===== config.mk =====
export PLATFORM = sky130hd
export DESIGN_NAME = pida_cell
export DESIGN_NICKNAME = d
export VERILOG_FILES = /design/src/rtl/pida_pkg.sv /design/src/rtl/pida_cell.sv
export SDC_FILE = /design/constraint.sdc
export NUM_CORES = 1
export LEC_CHECK = 0
export CORE_MARGIN = 2
export CORE_UTILIZATION = 55
export CTS_BUF_LIST = sky130_fd_sc_hd__clkbuf_8
export CTS_CLUSTER_DIAMETER = 150
export DETAILED_ROUTE_END_ITERATION = 16
export DONT_BUFFER_PORTS = 1
export PLACE_DENSITY = 0.7
export SLEW_MARGIN = 0
export SYNTH_ARGS = -nofsm -noshare
export SYNTH_HDL_FRONTEND = slang
export SYNTH_SLANG_ARGS = --single-unit
export TNS_END_PERCENT = 100

===== constraint.sdc =====
create_clock -name clk -period 8 [get_ports clk]
set_clock_uncertainty 0.1 [all_clocks]
set_input_delay 1.6 -clock clk [delete_from_list [all_inputs] [get_ports clk]]
set_output_delay 1.6 -clock clk [all_outputs]
set_load 0.02 [all_outputs]

===== src/rtl/pida_pkg.sv =====
package pida_pkg;

  localparam int DEPTH     = 64;
  localparam int ELEM_W    = 32;
  localparam int POS_W     = 7;
  localparam int CNT_OUT_W = 7;
  localparam int IDX_W     = (DEPTH > 1) ? $clog2(DEPTH) : 1;
  localparam int CNT_W     = $clog2(DEPTH + 1);
  localparam int CMP_W     = ((CNT_W > POS_W) ? CNT_W : POS_W) + 1;
  localparam int GROUP     = 8;
  localparam int NGROUP    = (DEPTH + GROUP - 1) / GROUP;

  typedef enum logic [1:0] {
    REQ_CLEAR  = 2'd0,
    REQ_INSERT = 2'd1,
    REQ_DELETE = 2'd2,
    REQ_READ   = 2'd3
  } req_t;

  typedef enum logic [1:0] {
    STS_OK     = 2'd0,
    STS_BADPOS = 2'd1,
    STS_EMPTY  = 2'd2,
    STS_FULL   = 2'd3
  } status_t;

  typedef enum logic [1:0] {
    PH_IDLE,
    PH_GATHER,
    PH_DONE
  } phase_t;

  // Shift command broadcast to every cell
  typedef struct packed {
    logic              ins;
    logic              del;
    logic [IDX_W-1:0]  idx;
    logic [ELEM_W-1:0] value;
  } cell_cmd_t;

endpackage


===== src/rtl/pida_cell.sv =====
module pida_cell
  import pida_pkg::*;
(
  input  logic              clk,
  input  cell_cmd_t         cmd,
  input  logic [IDX_W-1:0]  my_idx,
  input  logic [ELEM_W-1:0] left_data,
  input  logic [ELEM_W-1:0] right_data,
  output logic [ELEM_W-1:0] data
);

  // Insert: take the new value at the target, shift up above it.
  // Delete: shift down from the target onwards.
  always_ff @(posedge clk) begin
    if (cmd.ins) begin
      if (my_idx == cmd.idx) begin
        data <= cmd.value;
      end else if (my_idx > cmd.idx) begin
        data <= left_data;
      end
    end else if (cmd.del) begin
      if (my_idx >= cmd.idx) begin
        data <= right_data;
      end
    end
  end

endmodule


==> metrics.sh <==
RSZ0062_AT_GRT='false'
NUM-NETS-FINAL=307
CLKTRANSATPATHREGS_NS=0.06
FIN_CELLS=236
GRT.TOTAL_USAGE=0.2240
TNS_NS=0
WORSTPATHCELLLIST='inv_1, ha_1, nand2_1, o22a_1, a31oi_4'
SYNTH.NET_COUNT=325
FINAL_ANTENNA_NET_COUNT=0
POST-ROUTE-WORST-SETUP-SLACK_NS=3.116
YS.WARNINGS.COUNT=0
CRITICAL_PATH_REQUIRED_NS=7.79
CRITICAL_PATH_CLASS='in2reg'
CTSHOLDBUFFERS=0
DP_CELLS=229
DIE-AREA_UM2=3996
IOS=143
POSTSYNTHAREAPERCELL_UM2=9.270
SYNTH.LIB_CELLS_USED.DISTINCT=19
AREA_GROWTH_SYN_TO_LAYOUT_PCT=1.233
FLOORPLAN.INITIALDENSITY=0.5733
CTS_MAX_LEVEL=2
FLOORPLAN.DIE.WIDTH_UM=63.21
SYNTH_CELLS=208
NUMCLOCKSINKS=32
IO_PORT_BUFS=0
DESIGN.CORE.AREA_UM2=3363
SYNTHESIS.AREA_UM2=1928
DETAIL_ROUTE.VIAS_PER_CELL=6.907
SYNTH.AREA.TOP_CELLS='sky130_fd_sc_hd__edfxtp_1, sky130_fd_sc_hd__a31oi_1, sky130_fd_sc_hd__nand4_1'
FILLER_CELL_COUNT=307
CTS_TREE='yes'
DRT_PRE_ANTENNA_ITERS=4
SETUP-VIOLATIONS-FINAL=0
PRE_CTS_SLACK_NS=2.860
POST_CTS_SETUP_BUFFER_COUNT=0
TOTAL_LEAKAGE_POWER_nW=0.5982
TIMING.CRITICAL_PATH.FANOUT_MAX=33
CRITPATHARRIVALTIME_NS=4.67
CRITICAL-PATH-MAX-STAGE-DELAY_NS=0.94
PLACEMENT_ROWS=21
WORSTHOLDPATHTYPE='in2reg'
OUTCOME='finished clean'
TOTAL_LENGTH_OF_ROUTED_WIRES_MM=4.644
TRITONCTS.NUM_BUFFERS=5
CRIT_PATH_TOP_DELAY_CELL='sky130_fd_sc_hd__ha_1'
NUMBER_OF_VIOLATIONS_REPORTED_AT_THE_END_OF_DETAILED_ROUTING_ITERATION_0=208
HPWL_MM=3.257
GP_ROUTABILITY_CONGESTION=0.8783
GRT_FIRST_PASS_WIRELENGTH_MM=6.989
MAX_CAP_VIOLATIONS=0
NUM_VIAS=1630
GRT_MAX_DEGREE=66
SYNTH-SEQ-AREA-SHARE=0.4984
LAYOUT_CELL_SHARE_WITH_DRIVE_STRENGTH_BEYOND_1=0.03684
GRT_PASS1_VIAS=1433
PWR_DENSITY_CELL_nW_PER_UM2=217.8
CLOCK_PATH_BUFFERS=2
POST-ROUTE-MIN-PERIOD_NS=4.884
ACHIEVABLE-FREQUENCY_GHz=0.2047
WORST_SLEW_PIN_SLEW_NS=1.120
DRC=0
FINAL-MAX-SLEW-VIOLATION-COUNT=0
FINALHOLDVIOLATIONS=0
TOP_REGISTERS='data (32)'
ROUTE.DETAILED.WL_PER_INST_UM=19.68
SYNTH.LARGEST_AREA_CELL='sky130_fd_sc_hd__edfxtp_1'
WORSTSETUPENDPOINTTYPE='flip-flop'
POST_CTS_RESIZED=0
FLOORPLAN.DIE.HEIGHT_UM=63.21
WORST_SLEW_MARGIN_REL=0.2511
SYNTH-SEQ-CELLS=32
ROOT_BUFFER_CELL='sky130_fd_sc_hd__clkbuf_8'
LARGEST_REGISTER='data'
LARGEST_REGISTER_FF_COUNT=32
ANT_CELLS=0
TOTAL_CONGESTION_OVERFLOW=0
INITIAL_ANTENNA_VIOLATION_COUNT=0
WORST_IR_DROP_VDD_mV=0.1165
CRITPATHLAUNCHTYPE='primary input'
PERIOD_SHARE=0.6106
YOSYS.AREA.TOP_TYPE_SHARE=0.4984
==> report_power, final <==
group / internal, mW / switching, mW / leakage [nW]
clock: 0.0577 / 0.0528 / 0.0452
sequential: 0.220 / 0.0425 / 0.308
combinational: 0.0150 / 0.0374 / 0.245
==> worst max-delay path: cells and delay by family <==
family	cells	cell delay (ns)
AO/OA/AOI/OAI	2	1.29
adder cells (fa/ha/maj)	1	0.94
AND/OR/NAND/NOR	1	0.80
buffers and inverters	1	0.02
==> final timing paths <==
check | startpoint | end | depth (start not counted)
worst max-delay path | my_idx[0] | data[13]$_DFFE_PP_ | 5
worst min-delay path | cmd[39] | data[12]$_DFFE_PP_ | 1
==> routing by layer <==
layer	vias up	track usage	wire, um
li1	767	-	-
met1	731	0.2714	1831
met2	124	0.3750	2256
met3	8	0.07500	481
met4	0	0.07609	73
met5	-	0	0
==> final cells by class <==
| type | instances | area (um^2) | share of cell area |
|---|---|---|---|
| inverters | 6 | 22.52 | 0.01154 |
| clock inverters | 2 | 8.758 | 0.004487 |
| multi-input cells | 145 | 833.3 | 0.4269 |
| flip-flops and latches | 32 | 960.9 | 0.4923 |
| well taps | 46 | 57.56 | 0.02949 |
| clock buffers | 5 | 68.82 | 0.03526 |
==> synthesized netlist by cell type <==
cell,n
sky130_fd_sc_hd__ha_1,6
sky130_fd_sc_hd__buf_2,4
sky130_fd_sc_hd__nor2_1,33
sky130_fd_sc_hd__buf_4,1
sky130_fd_sc_hd__o21ai_1,1
sky130_fd_sc_hd__clkbuf_2,1
sky130_fd_sc_hd__o21ai_0,32
sky130_fd_sc_hd__and4_1,1
sky130_fd_sc_hd__o22a_1,1
sky130_fd_sc_hd__inv_1,6
sky130_fd_sc_hd__clkbuf_1,15
sky130_fd_sc_hd__nor2b_1,1
sky130_fd_sc_hd__buf_1,1
sky130_fd_sc_hd__nand4_1,33
sky130_fd_sc_hd__a21oi_1,2
sky130_fd_sc_hd__buf_6,3
sky130_fd_sc_hd__a31oi_1,33
sky130_fd_sc_hd__nand2_1,2
sky130_fd_sc_hd__edfxtp_1,32
==> layout by cell type (no fill, tap or decap), drive strengths merged <==
cell type | netlist | final
a21oi | 2 | 2
a31oi | 33 | 33
and4 | 1 | 1
clkbuf | 16 | 5
clkinv | 0 | 1
edfxtp | 32 | 32
ha | 6 | 6
inv | 6 | 7
nand2 | 2 | 2
nand4 | 33 | 33
nor2 | 33 | 33
nor2b | 1 | 1
o21ai | 33 | 33
o22a | 1 | 1
==> kinds of logic (layout without fill, tap and decap cells) <==
kind of cell,count (synthesis),after routing,synth area share
buf+inv,31,13,0.07722
simple gates,70,70,0.1830
compound gates,69,69,0.2025
fa+ha+maj,6,6,0.03893
flops,32,32,0.4984
==> metrics by stage <==
stage	area, um^2	hold slack, ns	util	total power [mW]
after detailed placement	1874	1.726	0.5573	0.3184
after global placement	1874	1.722	0.5573	0.3142
after floorplan	1928	1.749	-	0.3109
final	1952	1.452	0.5804	0.4251
after global routing	1952	1.429	0.5804	0.4456
after CTS	1952	1.443	0.5804	0.4264
Note: power is estimated with default switching activity, not from simulation.
